<file path="src/design/nlp_pkg.sv">
// Shared types and constants for the numeric literal parser.
`timescale 1ns / 1ps

package nlp_pkg;

   localparam int unsigned CHAR_W  = 8;
   localparam int unsigned VALUE_W = 32;
   localparam int unsigned DIGIT_W = 4;
   localparam int unsigned RADIX_N = 3;

   localparam int unsigned VALID_DEC = 0;
   localparam int unsigned VALID_HEX = 1;
   localparam int unsigned VALID_BIN = 2;

   localparam logic [CHAR_W-1:0] CH_MINUS   = 8'h2d;
   localparam logic [CHAR_W-1:0] CH_ZERO    = 8'h30;
   localparam logic [CHAR_W-1:0] CH_NINE    = 8'h39;
   localparam logic [CHAR_W-1:0] CH_UPPER_A = 8'h41;
   localparam logic [CHAR_W-1:0] CH_UPPER_B = 8'h42;
   localparam logic [CHAR_W-1:0] CH_UPPER_F = 8'h46;
   localparam logic [CHAR_W-1:0] CH_UPPER_H = 8'h48;
   localparam logic [CHAR_W-1:0] CH_LOWER_A = 8'h61;
   localparam logic [CHAR_W-1:0] CH_LOWER_B = 8'h62;
   localparam logic [CHAR_W-1:0] CH_LOWER_F = 8'h66;
   localparam logic [CHAR_W-1:0] CH_LOWER_H = 8'h68;

   localparam int unsigned Q_DEPTH = 2;
   localparam int unsigned Q_PTR_W = $clog2(Q_DEPTH);
   localparam int unsigned Q_CNT_W = $clog2(Q_DEPTH + 1);

   // Decoded character as handed from front to back.
   typedef struct packed {
      logic [DIGIT_W-1:0] digit;   // zero when not a digit
      logic               bad;     // not a digit in any radix
      logic               ge10;    // not a decimal digit
      logic               ge2;     // not a binary digit
      logic               minus;
      logic               hex_sfx;
      logic               bin_sfx;
      logic               last;
   } nlp_class_type;

endpackage

</file>
<file path="src/design/nlp_req_if.sv">
// Request channel interface: one character of the token per request.
`timescale 1ns / 1ps

interface nlp_req_if;
   logic                          valid;
   logic                          ready;
   logic [nlp_pkg::CHAR_W-1:0]    ch;
   logic                          last;

   modport source (output valid, output ch, output last, input ready);
   modport sink   (input valid, input ch, input last, output ready);
endinterface

</file>
<file path="src/design/nlp_rsp_if.sv">
// Response channel interface: parsed value and ok flag.
`timescale 1ns / 1ps

interface nlp_rsp_if;
   logic                               valid;
   logic                               ready;
   logic signed [nlp_pkg::VALUE_W-1:0] value;
   logic                               ok;

   modport source (output valid, output value, output ok, input ready);
   modport sink   (input valid, input value, input ok, output ready);
endinterface

</file>
<file path="src/design/numeric_literal_parser.sv">
// Top level of the numeric literal parser.
//
//  channel  port     direction  payload
//  request  req_ch   in         ch[7:0], last
//  response rsp_ch   out        value[31:0] signed, ok
//
// One request per cycle while the queue has room; the back end retires one decoded
// character per cycle; a response is registered once its last character is popped.
// A two-entry queue parts the decoder from the accumulators; the response register
// holds one pending result, so only a last character waits on a stalled response.
// Synchronous active-high reset returns the parser to the start of a token.
`timescale 1ns / 1ps

module numeric_literal_parser (
   input  logic       clock,
   input  logic       reset,
   nlp_req_if.sink    req_ch,
   nlp_rsp_if.source  rsp_ch
);

   logic                   q_push;
   logic                   q_full;
   logic                   q_pop;
   logic                   q_head_valid;
   nlp_pkg::nlp_class_type q_push_data;
   nlp_pkg::nlp_class_type q_head_data;

   nlp_front u_front (
      .req_ch (req_ch),
      .q_push (q_push),
      .q_data (q_push_data),
      .q_full (q_full)
   );

   nlp_queue u_queue (
      .clock      (clock),
      .reset      (reset),
      .push       (q_push),
      .push_data  (q_push_data),
      .full       (q_full),
      .pop        (q_pop),
      .head_valid (q_head_valid),
      .head_data  (q_head_data)
   );

   nlp_back u_back (
      .clock      (clock),
      .reset      (reset),
      .head_valid (q_head_valid),
      .head_data  (q_head_data),
      .pop        (q_pop),
      .rsp_ch     (rsp_ch)
   );

endmodule

</file>
<file path="src/design/nlp_front.sv">
// Front end: accepts characters and decodes them into digit classes.
`timescale 1ns / 1ps

module nlp_front (
   nlp_req_if.sink                 req_ch,
   output logic                    q_push,
   output nlp_pkg::nlp_class_type  q_data,
   input  logic                    q_full
);

   logic [nlp_pkg::CHAR_W-1:0] c;
   logic                       is_dec;
   logic                       is_lo;
   logic                       is_up;

   assign req_ch.ready = !q_full;
   assign q_push       = req_ch.valid && !q_full;

   always_comb begin
      c      = req_ch.ch;
      is_dec = (c >= nlp_pkg::CH_ZERO) && (c <= nlp_pkg::CH_NINE);
      is_lo  = (c >= nlp_pkg::CH_LOWER_A) && (c <= nlp_pkg::CH_LOWER_F);
      is_up  = (c >= nlp_pkg::CH_UPPER_A) && (c <= nlp_pkg::CH_UPPER_F);

      q_data.digit = '0;
      if (is_dec) begin
         q_data.digit = nlp_pkg::DIGIT_W'(c - nlp_pkg::CH_ZERO);
      end else if (is_lo) begin
         q_data.digit = nlp_pkg::DIGIT_W'(c - nlp_pkg::CH_LOWER_A + 8'd10);
      end else if (is_up) begin
         q_data.digit = nlp_pkg::DIGIT_W'(c - nlp_pkg::CH_UPPER_A + 8'd10);
      end
      q_data.bad     = !(is_dec || is_lo || is_up);
      q_data.ge10    = !is_dec;
      q_data.ge2     = !(is_dec && (c <= (nlp_pkg::CH_ZERO + 8'd1)));
      q_data.minus   = (c == nlp_pkg::CH_MINUS);
      q_data.hex_sfx = (c == nlp_pkg::CH_LOWER_H) || (c == nlp_pkg::CH_UPPER_H);
      q_data.bin_sfx = (c == nlp_pkg::CH_LOWER_B) || (c == nlp_pkg::CH_UPPER_B);
      q_data.last    = req_ch.last;
   end

endmodule

</file>
<file path="src/design/nlp_queue.sv">
// Short queue of decoded characters between front and back.
`timescale 1ns / 1ps

module nlp_queue (
   input  logic                    clock,
   input  logic                    reset,
   input  logic                    push,
   input  nlp_pkg::nlp_class_type  push_data,
   output logic                    full,
   input  logic                    pop,
   output logic                    head_valid,
   output nlp_pkg::nlp_class_type  head_data
);

   nlp_pkg::nlp_class_type              entry_ff [nlp_pkg::Q_DEPTH];
   logic [nlp_pkg::Q_PTR_W-1:0]         wr_ptr_ff, wr_ptr_in;
   logic [nlp_pkg::Q_PTR_W-1:0]         rd_ptr_ff, rd_ptr_in;
   logic [nlp_pkg::Q_CNT_W-1:0]         count_ff, count_in;

   assign full       = (count_ff == nlp_pkg::Q_CNT_W'(nlp_pkg::Q_DEPTH));
   assign head_valid = (count_ff != '0);
   assign head_data  = entry_ff[rd_ptr_ff];

   always_comb begin
      wr_ptr_in = wr_ptr_ff;
      rd_ptr_in = rd_ptr_ff;
      count_in  = count_ff;
      if (push) begin
         wr_ptr_in = (wr_ptr_ff == nlp_pkg::Q_PTR_W'(nlp_pkg::Q_DEPTH - 1)) ? '0
                     : wr_ptr_ff + 1'b1;
      end
      if (pop) begin
         rd_ptr_in = (rd_ptr_ff == nlp_pkg::Q_PTR_W'(nlp_pkg::Q_DEPTH - 1)) ? '0
                     : rd_ptr_ff + 1'b1;
      end
      if (push && !pop) begin
         count_in = count_ff + 1'b1;
      end else if (pop && !push) begin
         count_in = count_ff - 1'b1;
      end
   end

   always_ff @(posedge clock) begin
      if (reset) begin
         wr_ptr_ff <= '0;
         rd_ptr_ff <= '0;
         count_ff  <= '0;
      end else begin
         wr_ptr_ff <= wr_ptr_in;
         rd_ptr_ff <= rd_ptr_in;
         count_ff  <= count_in;
      end
   end

   always_ff @(posedge clock) begin
      if (push) begin
         entry_ff[wr_ptr_ff] <= push_data;
      end
   end

endmodule

</file>
<file path="src/design/nlp_back.sv">
// Back end: radix accumulators, result selection and output register.
`timescale 1ns / 1ps

module nlp_back (
   input  logic                    clock,
   input  logic                    reset,
   input  logic                    head_valid,
   input  nlp_pkg::nlp_class_type  head_data,
   output logic                    pop,
   nlp_rsp_if.source               rsp_ch
);

   localparam int unsigned VW = nlp_pkg::VALUE_W;

   logic                          at_start_ff, at_start_in;
   logic                          negative_ff, negative_in;
   logic [VW-1:0]                 acc_dec_ff, acc_dec_in;
   logic [VW-1:0]                 acc_hex_ff, acc_hex_in;
   logic [VW-1:0]                 acc_bin_ff, acc_bin_in;
   logic [nlp_pkg::RADIX_N-1:0]   radix_valid_ff, radix_valid_in;
   logic                          rsp_valid_ff, rsp_valid_in;
   logic signed [VW-1:0]          rsp_value_ff, rsp_value_in;
   logic                          rsp_ok_ff, rsp_ok_in;

   logic [VW-1:0]                 digit_ext;
   logic [VW-1:0]                 dec_next;
   logic [VW-1:0]                 hex_next;
   logic [VW-1:0]                 bin_next;
   logic [nlp_pkg::RADIX_N-1:0]   rv_next;
   logic                          out_free;
   logic                          good;
   logic [VW-1:0]                 acc_sel;

   assign rsp_ch.valid = rsp_valid_ff;
   assign rsp_ch.value = rsp_value_ff;
   assign rsp_ch.ok    = rsp_ok_ff;

   always_comb begin
      digit_ext = VW'(head_data.digit);
      dec_next  = {acc_dec_ff[VW-4:0], 3'b000} + {acc_dec_ff[VW-2:0], 1'b0} + digit_ext;
      hex_next  = {acc_hex_ff[VW-1-nlp_pkg::DIGIT_W:0], head_data.digit};
      bin_next  = {acc_bin_ff[VW-2:0], 1'b0} + digit_ext;
      rv_next   = radix_valid_ff & ~{head_data.ge2, head_data.bad, head_data.ge10};

      out_free = !rsp_valid_ff || rsp_ch.ready;
      pop      = head_valid && (!head_data.last || out_free);

      at_start_in    = at_start_ff;
      negative_in    = negative_ff;
      acc_dec_in     = acc_dec_ff;
      acc_hex_in     = acc_hex_ff;
      acc_bin_in     = acc_bin_ff;
      radix_valid_in = radix_valid_ff;
      rsp_valid_in   = rsp_valid_ff && !rsp_ch.ready;
      rsp_value_in   = rsp_value_ff;
      rsp_ok_in      = rsp_ok_ff;
      good           = 1'b0;
      acc_sel        = '0;

      if (head_data.hex_sfx) begin
         good    = !at_start_ff && radix_valid_ff[nlp_pkg::VALID_HEX];
         acc_sel = acc_hex_ff;
      end else if (head_data.bin_sfx) begin
         good    = !at_start_ff && radix_valid_ff[nlp_pkg::VALID_BIN];
         acc_sel = acc_bin_ff;
      end else if (at_start_ff && head_data.minus) begin
         good    = 1'b1;
         acc_sel = '0;
      end else begin
         good    = rv_next[nlp_pkg::VALID_DEC];
         acc_sel = dec_next;
      end

      if (pop && !head_data.last) begin
         at_start_in = 1'b0;
         if (at_start_ff && head_data.minus) begin
            negative_in = 1'b1;
         end else begin
            acc_dec_in     = dec_next;
            acc_hex_in     = hex_next;
            acc_bin_in     = bin_next;
            radix_valid_in = rv_next;
         end
      end else if (pop) begin
         rsp_valid_in   = 1'b1;
         rsp_ok_in      = good;
         rsp_value_in   = !good ? '0 : (negative_ff ? $signed(VW'(0) - acc_sel)
                                                    : $signed(acc_sel));
         at_start_in    = 1'b1;
         negative_in    = 1'b0;
         acc_dec_in     = '0;
         acc_hex_in     = '0;
         acc_bin_in     = '0;
         radix_valid_in = '1;
      end
   end

   always_ff @(posedge clock) begin
      if (reset) begin
         at_start_ff    <= 1'b1;
         negative_ff    <= 1'b0;
         acc_dec_ff     <= '0;
         acc_hex_ff     <= '0;
         acc_bin_ff     <= '0;
         radix_valid_ff <= '1;
         rsp_valid_ff   <= 1'b0;
      end else begin
         at_start_ff    <= at_start_in;
         negative_ff    <= negative_in;
         acc_dec_ff     <= acc_dec_in;
         acc_hex_ff     <= acc_hex_in;
         acc_bin_ff     <= acc_bin_in;
         radix_valid_ff <= radix_valid_in;
         rsp_valid_ff   <= rsp_valid_in;
      end
   end

   always_ff @(posedge clock) begin
      rsp_value_ff <= rsp_value_in;
      rsp_ok_ff    <= rsp_ok_in;
   end

`ifndef ASSERT_OFF
   a_fail_zero: assert property (@(posedge clock) disable iff (reset)
      (rsp_valid_ff && !rsp_ok_ff) |-> (rsp_value_ff == '0))
      else $error("failed parse carries nonzero value");

   a_token_end_clears: assert property (@(posedge clock) disable iff (reset)
      (pop && head_data.last) |=> (at_start_ff && !negative_ff && (radix_valid_ff == '1)))
      else $error("state not cleared after last character");

   a_no_overwrite: assert property (@(posedge clock) disable iff (reset)
      (rsp_valid_ff && !rsp_ch.ready) |-> !(pop && head_data.last))
      else $error("pending response overwritten");

   a_mid_token: assert property (@(posedge clock) disable iff (reset)
      (pop && !head_data.last) |=> (!at_start_ff && (rsp_valid_ff == $past(rsp_valid_in))))
      else $error("non-last character left token start set");
`endif

endmodule

</file>
<file path="src/flat_wrapper.sv">
// flat-port wrapper written by rule: the top's interface ports become plain ports
module numeric_literal_parser_flat 
  (clock, reset, req_ch_valid, req_ch_ch, req_ch_last, req_ch_ready, rsp_ch_valid, rsp_ch_value, rsp_ch_ok, rsp_ch_ready);
  nlp_req_if req_ch_i ();
  nlp_rsp_if rsp_ch_i ();
  input  logic clock;
  input  logic reset;
  input wire logic [$bits(req_ch_i.valid)-1:0] req_ch_valid;
  input wire logic [$bits(req_ch_i.ch)-1:0] req_ch_ch;
  input wire logic [$bits(req_ch_i.last)-1:0] req_ch_last;
  output wire logic [$bits(req_ch_i.ready)-1:0] req_ch_ready;
  output wire logic [$bits(rsp_ch_i.valid)-1:0] rsp_ch_valid;
  output wire logic [$bits(rsp_ch_i.value)-1:0] rsp_ch_value;
  output wire logic [$bits(rsp_ch_i.ok)-1:0] rsp_ch_ok;
  input wire logic [$bits(rsp_ch_i.ready)-1:0] rsp_ch_ready;
  assign req_ch_i.valid = req_ch_valid;
  assign req_ch_i.ch = req_ch_ch;
  assign req_ch_i.last = req_ch_last;
  assign req_ch_ready = req_ch_i.ready;
  assign rsp_ch_valid = rsp_ch_i.valid;
  assign rsp_ch_value = rsp_ch_i.value;
  assign rsp_ch_ok = rsp_ch_i.ok;
  assign rsp_ch_i.ready = rsp_ch_ready;
  numeric_literal_parser u_core (.clock(clock), .reset(reset), .req_ch(req_ch_i), .rsp_ch(rsp_ch_i));
endmodule
</file>
<file path="config.mk">
export PLATFORM = sky130hd
export DESIGN_NAME = numeric_literal_parser_flat
export DESIGN_NICKNAME = d
export VERILOG_FILES = /design/src/design/nlp_pkg.sv /design/src/design/nlp_req_if.sv /design/src/design/nlp_rsp_if.sv /design/src/design/numeric_literal_parser.sv /design/src/design/nlp_front.sv /design/src/design/nlp_queue.sv /design/src/design/nlp_back.sv /design/src/flat_wrapper.sv
export SDC_FILE = /design/constraint.sdc
export NUM_CORES = 1
export LEC_CHECK = 0
export ABC_AREA = 1
export BUFFER_PORTS_ARGS = -buffer_cell sky130_fd_sc_hd__buf_4
export CORE_ASPECT_RATIO = 1.25
export CORE_MARGIN = 10
export CORE_UTILIZATION = 45
export DETAILED_ROUTE_END_ITERATION = 7
export GPL_TIMING_DRIVEN = 0
export HOLD_SLACK_MARGIN = 0.1
export REMOVE_ABC_BUFFERS = 1
export SYNTH_ARGS = -nofsm -noshare
export SYNTH_HDL_FRONTEND = slang
export SYNTH_SLANG_ARGS = --single-unit
export TNS_END_PERCENT = 50
</file>
<file path="constraint.sdc">
create_clock -name clock -period 4.2 [get_ports clock]
set_clock_uncertainty 0.1 [all_clocks]
set_input_delay 0.21 -clock clock [delete_from_list [all_inputs] [get_ports clock]]
set_output_delay 0.21 -clock clock [all_outputs]
set_load 0.01 [all_outputs]
</file>
== Word-level counts from Yosys, hierarchy flattened ==
Memories as Yosys holds them, arrays and structs flattened. A register that Yosys moved wholly into a read port is not among the register bits.
Cells that the tools add are included.
W data, S select, Z words.

* Reduce and logical (&&, ||, !) cells: 35
* Multiplexer cells: 35
* Add/subtract/negate cells: 13
* $lt $le $gt $ge: 7
* Bitwise operators: 3
* Eq/ne operators: 8

{| class="wikitable"
|+ Operators with widths
! operator !! count
|-
| $mux W32 || 9
|-
| $add A32 B4 Y32 || 2
|-
| $mux W31 || 2
|-
| $add A32 B32 Y32 || 1
|-
| $eq A8 B7 Y1 const B || 4
|-
| $sub A1 B32 Y32 const A || 1
|-
| $ge A8 B7 Y1 const B || 2
|-
| $le A8 B6 Y1 const B || 2
|-
| $le A8 B7 Y1 const B || 2
|-
| $mux W1 || 16
|-
| $logic_and A1 B1 Y1 || 13
|-
| $mux W4 || 3
|-
| $sub A4 B1 Y4 const B || 3
|-
| $logic_not A1 Y1 || 10
|-
| $mux W3 || 3
|-
| $add A4 B4 Y4 const B || 2
|-
| $eq A8 B6 Y1 const B || 1
|-
| $ge A8 B6 Y1 const B || 1
|-
| $logic_or A1 B1 Y1 || 6
|-
| $reduce_and A2 Y1 || 3
|-
| $reduce_bool A2 Y1 || 3
|-
| $mux W2 || 2
|-
| $ne A2 B2 Y1 const B || 2
|-
| $and A3 B3 Y3 || 1
|-
| other kinds (6) || 7
|}

* Bits of input ports: 13
* Bits in registers: 138
* Memories kept: 1
* RAM bits: 22

{| class="wikitable"
|+ Memory list
! memory !! words !! bits a word !! read ports !! clocked after Yosys merged registers in !! wr ports !! RTL line !! RTL
|-
| u_core.u_queue.entry_ff || 2 || 11 || 1 || 1 || 1 || nlp_queue.sv:15 || <nowiki>nlp_pkg::nlp_class_type entry_ff [nlp_pkg::Q_DEPTH];</nowiki>
|}

== Longest topological paths before layout ==
* Depth in word-level cells: 7
* Depth in mapped cells: 29
* Depth with buffers taken out: 29

== By module ==
A second synthesis with hierarchy kept.

* Cell total of the unflattened synthesis: 1641
* Area total of the unflattened synthesis: 11026.8 sq um

{| class="wikitable"
|+ Modules (own cells, without submodules)
! module !! sequential area each (sq um) !! instances !! cells each !! area an instance (sq um)
|-
| nlp_back || 2932.8 || 1 || 1520 || 9659.3
|-
| nlp_queue || 760.7 || 1 || 67 || 1059.8
|-
| nlp_front || 0.0 || 1 || 54 || 307.8
|}

== Least setup slack after synthesis ==
No wires, ideal clock.

* Path kind: reg2reg
* Start: register with a tool-made name
* End: register u_core.u_back.rsp_value_ff[25], in the netlist u_core.u_back.rsp_ch.value[25] (data pin)
* Slack: 392 ps
* Arrival time: 3455 ps
* Required time: 3847 ps
* Setup time: 253 ps
* Period minus slack after synthesis: 3808 ps
* Path buffers: 0
* Cell stages (with the launch flop): 29
* Path through: dfxtp_1 -> inv_2 -> or2_2 -> o21ai_0 -> inv_1 -> ha_1 -> ha_1 -> inv_1 -> fa_1 -> inv_1 -> nand2_1 -> nand2_1 -> nand3_1 -> nand2_1 -> nand2_1 -> nand2_1 -> nand2_1 -> nand3_1 -> nand2_1 -> nand2_1 -> nand2_1 -> nor2_1 -> nand3_2 -> nand2_4 -> nand3_1 -> nor2_1 -> nand2_1 -> nand2_1 -> nor2_1

{| class="wikitable"
|+ RTL lines
! item !! RTL line !! RTL
|-
| to (signal assigned) || nlp_back.sv:119 || <nowiki>rsp_value_ff <= rsp_value_in;</nowiki>
|-
| to (decl) || nlp_back.sv:22 || <nowiki>logic signed [VW-1:0] rsp_value_ff, rsp_value_in;</nowiki>
|}

==> metrics.cfg <==
[logic_synthesis]
yosys_warnings = 0
yosys-top-cells-area = dfxtp_1, nand2_1, edfxtp_1
yosysMostFrequentCell = nand2_1
synth.mux.area_fraction_pct = 0
synth-xor-area-share_pct = 0.243
synth_top_area_share_pct = 18.9
netlist_top_cells_count = nand2_1, inv_1, a21oi_1
ys_types = 46
synth_area_sq_mm = 0.0108
async_flop_share_pct = 0
synth_flop_cell = dfxtp_1
synthCells = 1640
synth_top_family_by_area = simple AND/OR/NAND/NOR gates
synthSimpleGateAreaFrac_pct = 34.0
synth-edff-count = 55
synth-adder-area-share_pct = 8.20
ys_ff_latch = 157
syn_area_per_cell_sq_um = 6.59
seq_area_frac_synth_pct = 34.2
synth-compound-area-share_pct = 13.3
synth_top_area_cell = dfxtp_1

[placed_design]
place_inst = 1930
dpl.hpwl_um = 21900
routabilityCongestion = 0.887
place_ws_ps = -939
port-buffer-count = 47

[setup_path]
cp_slowest_cell = fa_2
endpoint_kind = flip-flop
crit_fanout = 8
arrival_ps = 4100
crit_buf_inv = 5
start_kind = flip-flop
critical-path-top-delay-family = simple AND/OR/NAND/NOR gates
max_stage_delay_ps = 580
path_common_cell = nand2_1
worst-setup-path-type = flip-flop to flip-flop
worstPathCellList = buf_6 -> buf_6 -> nand2_1 -> nand2_2 -> fa_2 -> inv_1 -> fa_2 -> inv_4 -> buf_4 -> nand3_1 -> nand2_1 -> nand3b_1 -> nand3_1 -> nand2_1 -> nand3_1 -> nand2_2 -> a21oi_4 -> nand2_1 -> nor2_1 -> nor2_1 -> nor2_4 -> nand3_2 -> nand2_1 -> nor2_1
cp_data_required_time_ps = 4300

[floorplan]
start_util_pct = 45.7
fp.coreArea_sq_mm = 0.0236
core.rowCount = 63
fp.dieW_um = 159
die_h_um = 193
die_area_sq_mm = 0.0306
num_io_pins = 48

[pwr]
p_leak_nw = 5.64
power_density_mw_per_mm2 = 586
p_total_mw = 7.33
peakVddDrop_mv = 0.629

[sta]
clock.fmax_mhz = 250
drv_slew = 0
fin_crit_sh_pct = 95.4
layout_setup_ws_ps = 194
worst_slew_pin_slew_ps = 1120
holdWs_ps = 138
hold_viol = 0
setup-violations-final = 0
fin_crit_ps = 4010
slew-limit-headroom_pct = 25.1

[route]
drc_errors = 0
viasPerCell = 5.27
num_vias = 10500
wire_per_inst_um = 15.0
drtPass1Iterations = 6
first_iter_violations = 679
routed_wl_um = 29900
antenna_left = 0

[min_path]
hp-class = input port to flip-flop
min_from = req_ch_ch[7]

[global_routing]
grt_start_max_net_pins = 96
antenna_found_initial = 0
gr-total-overflow = 0
first_global_vias = 9764
grt_first_pass_wirelength_um = 48300
grt_use_total_pct = 19.5

[cts]
numCtsBuffers = 17
cts_num_sinks = 157
clockBufferDepth = 2
htree_levels = 4
path_clk_slew_ps = 70
cts_tree = built
clkLatencyLatePin_ps = 440
root_buffer = clkbuf_16

[job]
max-cap-violations = 0

[cells_and_area]
final_cells = 1988
syn_to_final_growth_pct = 15.8
drive_gt1_share_pct = 11.3
nets = 1765
antenna_cells = 0
post-route-util_pct = 52.9

[run_status]
outcome = complete, no violations

-- logic make-up (layout without fill, tap and decap cells) --
group,count (synthesis),after routing
XOR/XNOR,3,3
buffers and inverters,274,330
adder cells (fa/ha/maj),69,69
AND/OR/NAND/NOR,865,865
flip-flops,157,157
AO/OA/AOI/OAI,272,272
-- through the flow --
step | TNS (ps) | area, sq um
finish | 0 | 12500
global route | -116 | 12500
CTS | 0 | 12100
detailed placement | -15930 | 11400
global placement | -347000 | 11300
floorplan | -168 | 10500
-- layout make-up --
class	count	area [sq um]
fillers	2395	11100
multi-input cells	1209	6320
flip-flops and latches	157	3700
inverters	220	833
repair buffers	78	693
clock buffers	18	429
well taps	292	365
clock inverters	14	175
-- metal layers --
layer	GRT usage [%]	vias to the layer above	share of wire, %
met1	22.5	4738	42
met4	8.29	0	3.8
li1	-	5450	-
met3	3.15	64	3.7
met5	0	-	0
met2	34.4	223	51
-- worst reg2reg max path: cells and delay by family, from the launching register on --
kind | cells | cell delay [ps]
compound gates | 1 | 240
fa+ha+maj | 2 | 970
buf+inv | 5 | 550
flops | 1 | 360
simple gates | 16 | 1550
-- sequential cells by signal, indices dropped and copies added, names as in the netlist, named ones only --
signal / flops
u_core.u_back.acc_hex_ff: 31
u_core.u_queue.wr_ptr_ff: 1
u_core.u_back.rsp_ch.ok: 1
u_core.u_back.at_start_ff: 1
u_core.u_back.acc_bin_ff: 29
u_core.u_queue.rd_ptr_ff: 1
u_core.u_back.rsp_ch.value: 32
u_core.u_back.acc_dec_ff: 31
u_core.u_back.rsp_ch.valid: 1
u_core.u_queue.count_ff: 2
u_core.u_back.radix_valid_ff: 3
u_core.u_back.negative_ff: 1
u_core.u_queue.entry_ff: 22
-- worst paths after layout --
check	endpoint	slack (ps)	depth (start not counted)
max	u_core.u_back.rsp_ch.value[31]$_SDFFCE_PN0P_	190	24
min	u_core.u_queue.entry_ff[1][3]$_DFFE_PP_	140	4
max reg2reg	u_core.u_back.rsp_ch.value[31]$_SDFFCE_PN0P_	190	24
min reg2reg	u_core.u_back.acc_hex_ff[29]$_SDFFE_PP0P_	360	2
-- power by group --
| group | leakage, nW | total [mW] | internal [mW] | switching (mW) |
|---|---|---|---|---|
| clock network | 0.291 | 1.63 | 0.903 | 0.730 |
| registers | 1.35 | 2.08 | 1.95 | 0.125 |
| logic | 4.00 | 3.62 | 1.17 | 2.45 |
| total | 5.64 | 7.33 | 4.02 | 3.31 |
-- layout by cell type (no fill, tap or decap), types with 3 or more instances in the layout --
master	instances
dlygate4sd3_1	11
buf_4	60
or2_2	4
inv_6	3
clkbuf_16	17
o211ai_1	4
nor3_1	24
dfxtp_1	101
inv_4	3
nand2_2	26
nand2_4	5
a21oi_1	190
a21oi_2	3
o21ai_0	47
inv_1	211
nand3b_1	12
edfxtp_1	55
ha_4	3
o21ai_4	4
nand4_1	30
nor2_4	5
inv_8	5
o21ai_1	6
or2_1	4
o21a_1	3
ha_1	63
nand2_1	491
and3_1	4
nand3_2	12
o21ai_2	4
nor2_2	9
inv_2	5
nor2_1	119
nand3_1	110
nor4_1	5
-- repair_timing --
item / in CTS / in global routing
pin swaps: 2 / 22
resized for setup: 11 / 68
endpoints found under the hold margin: 12 / 0
buffers inserted: 3 / 12
hold buffers: 11 / 0
gates cloned: 0 / 0
endpoints found under the setup margin: 28 / 19
No activity file was read; power rests on OpenSTA's default activity.
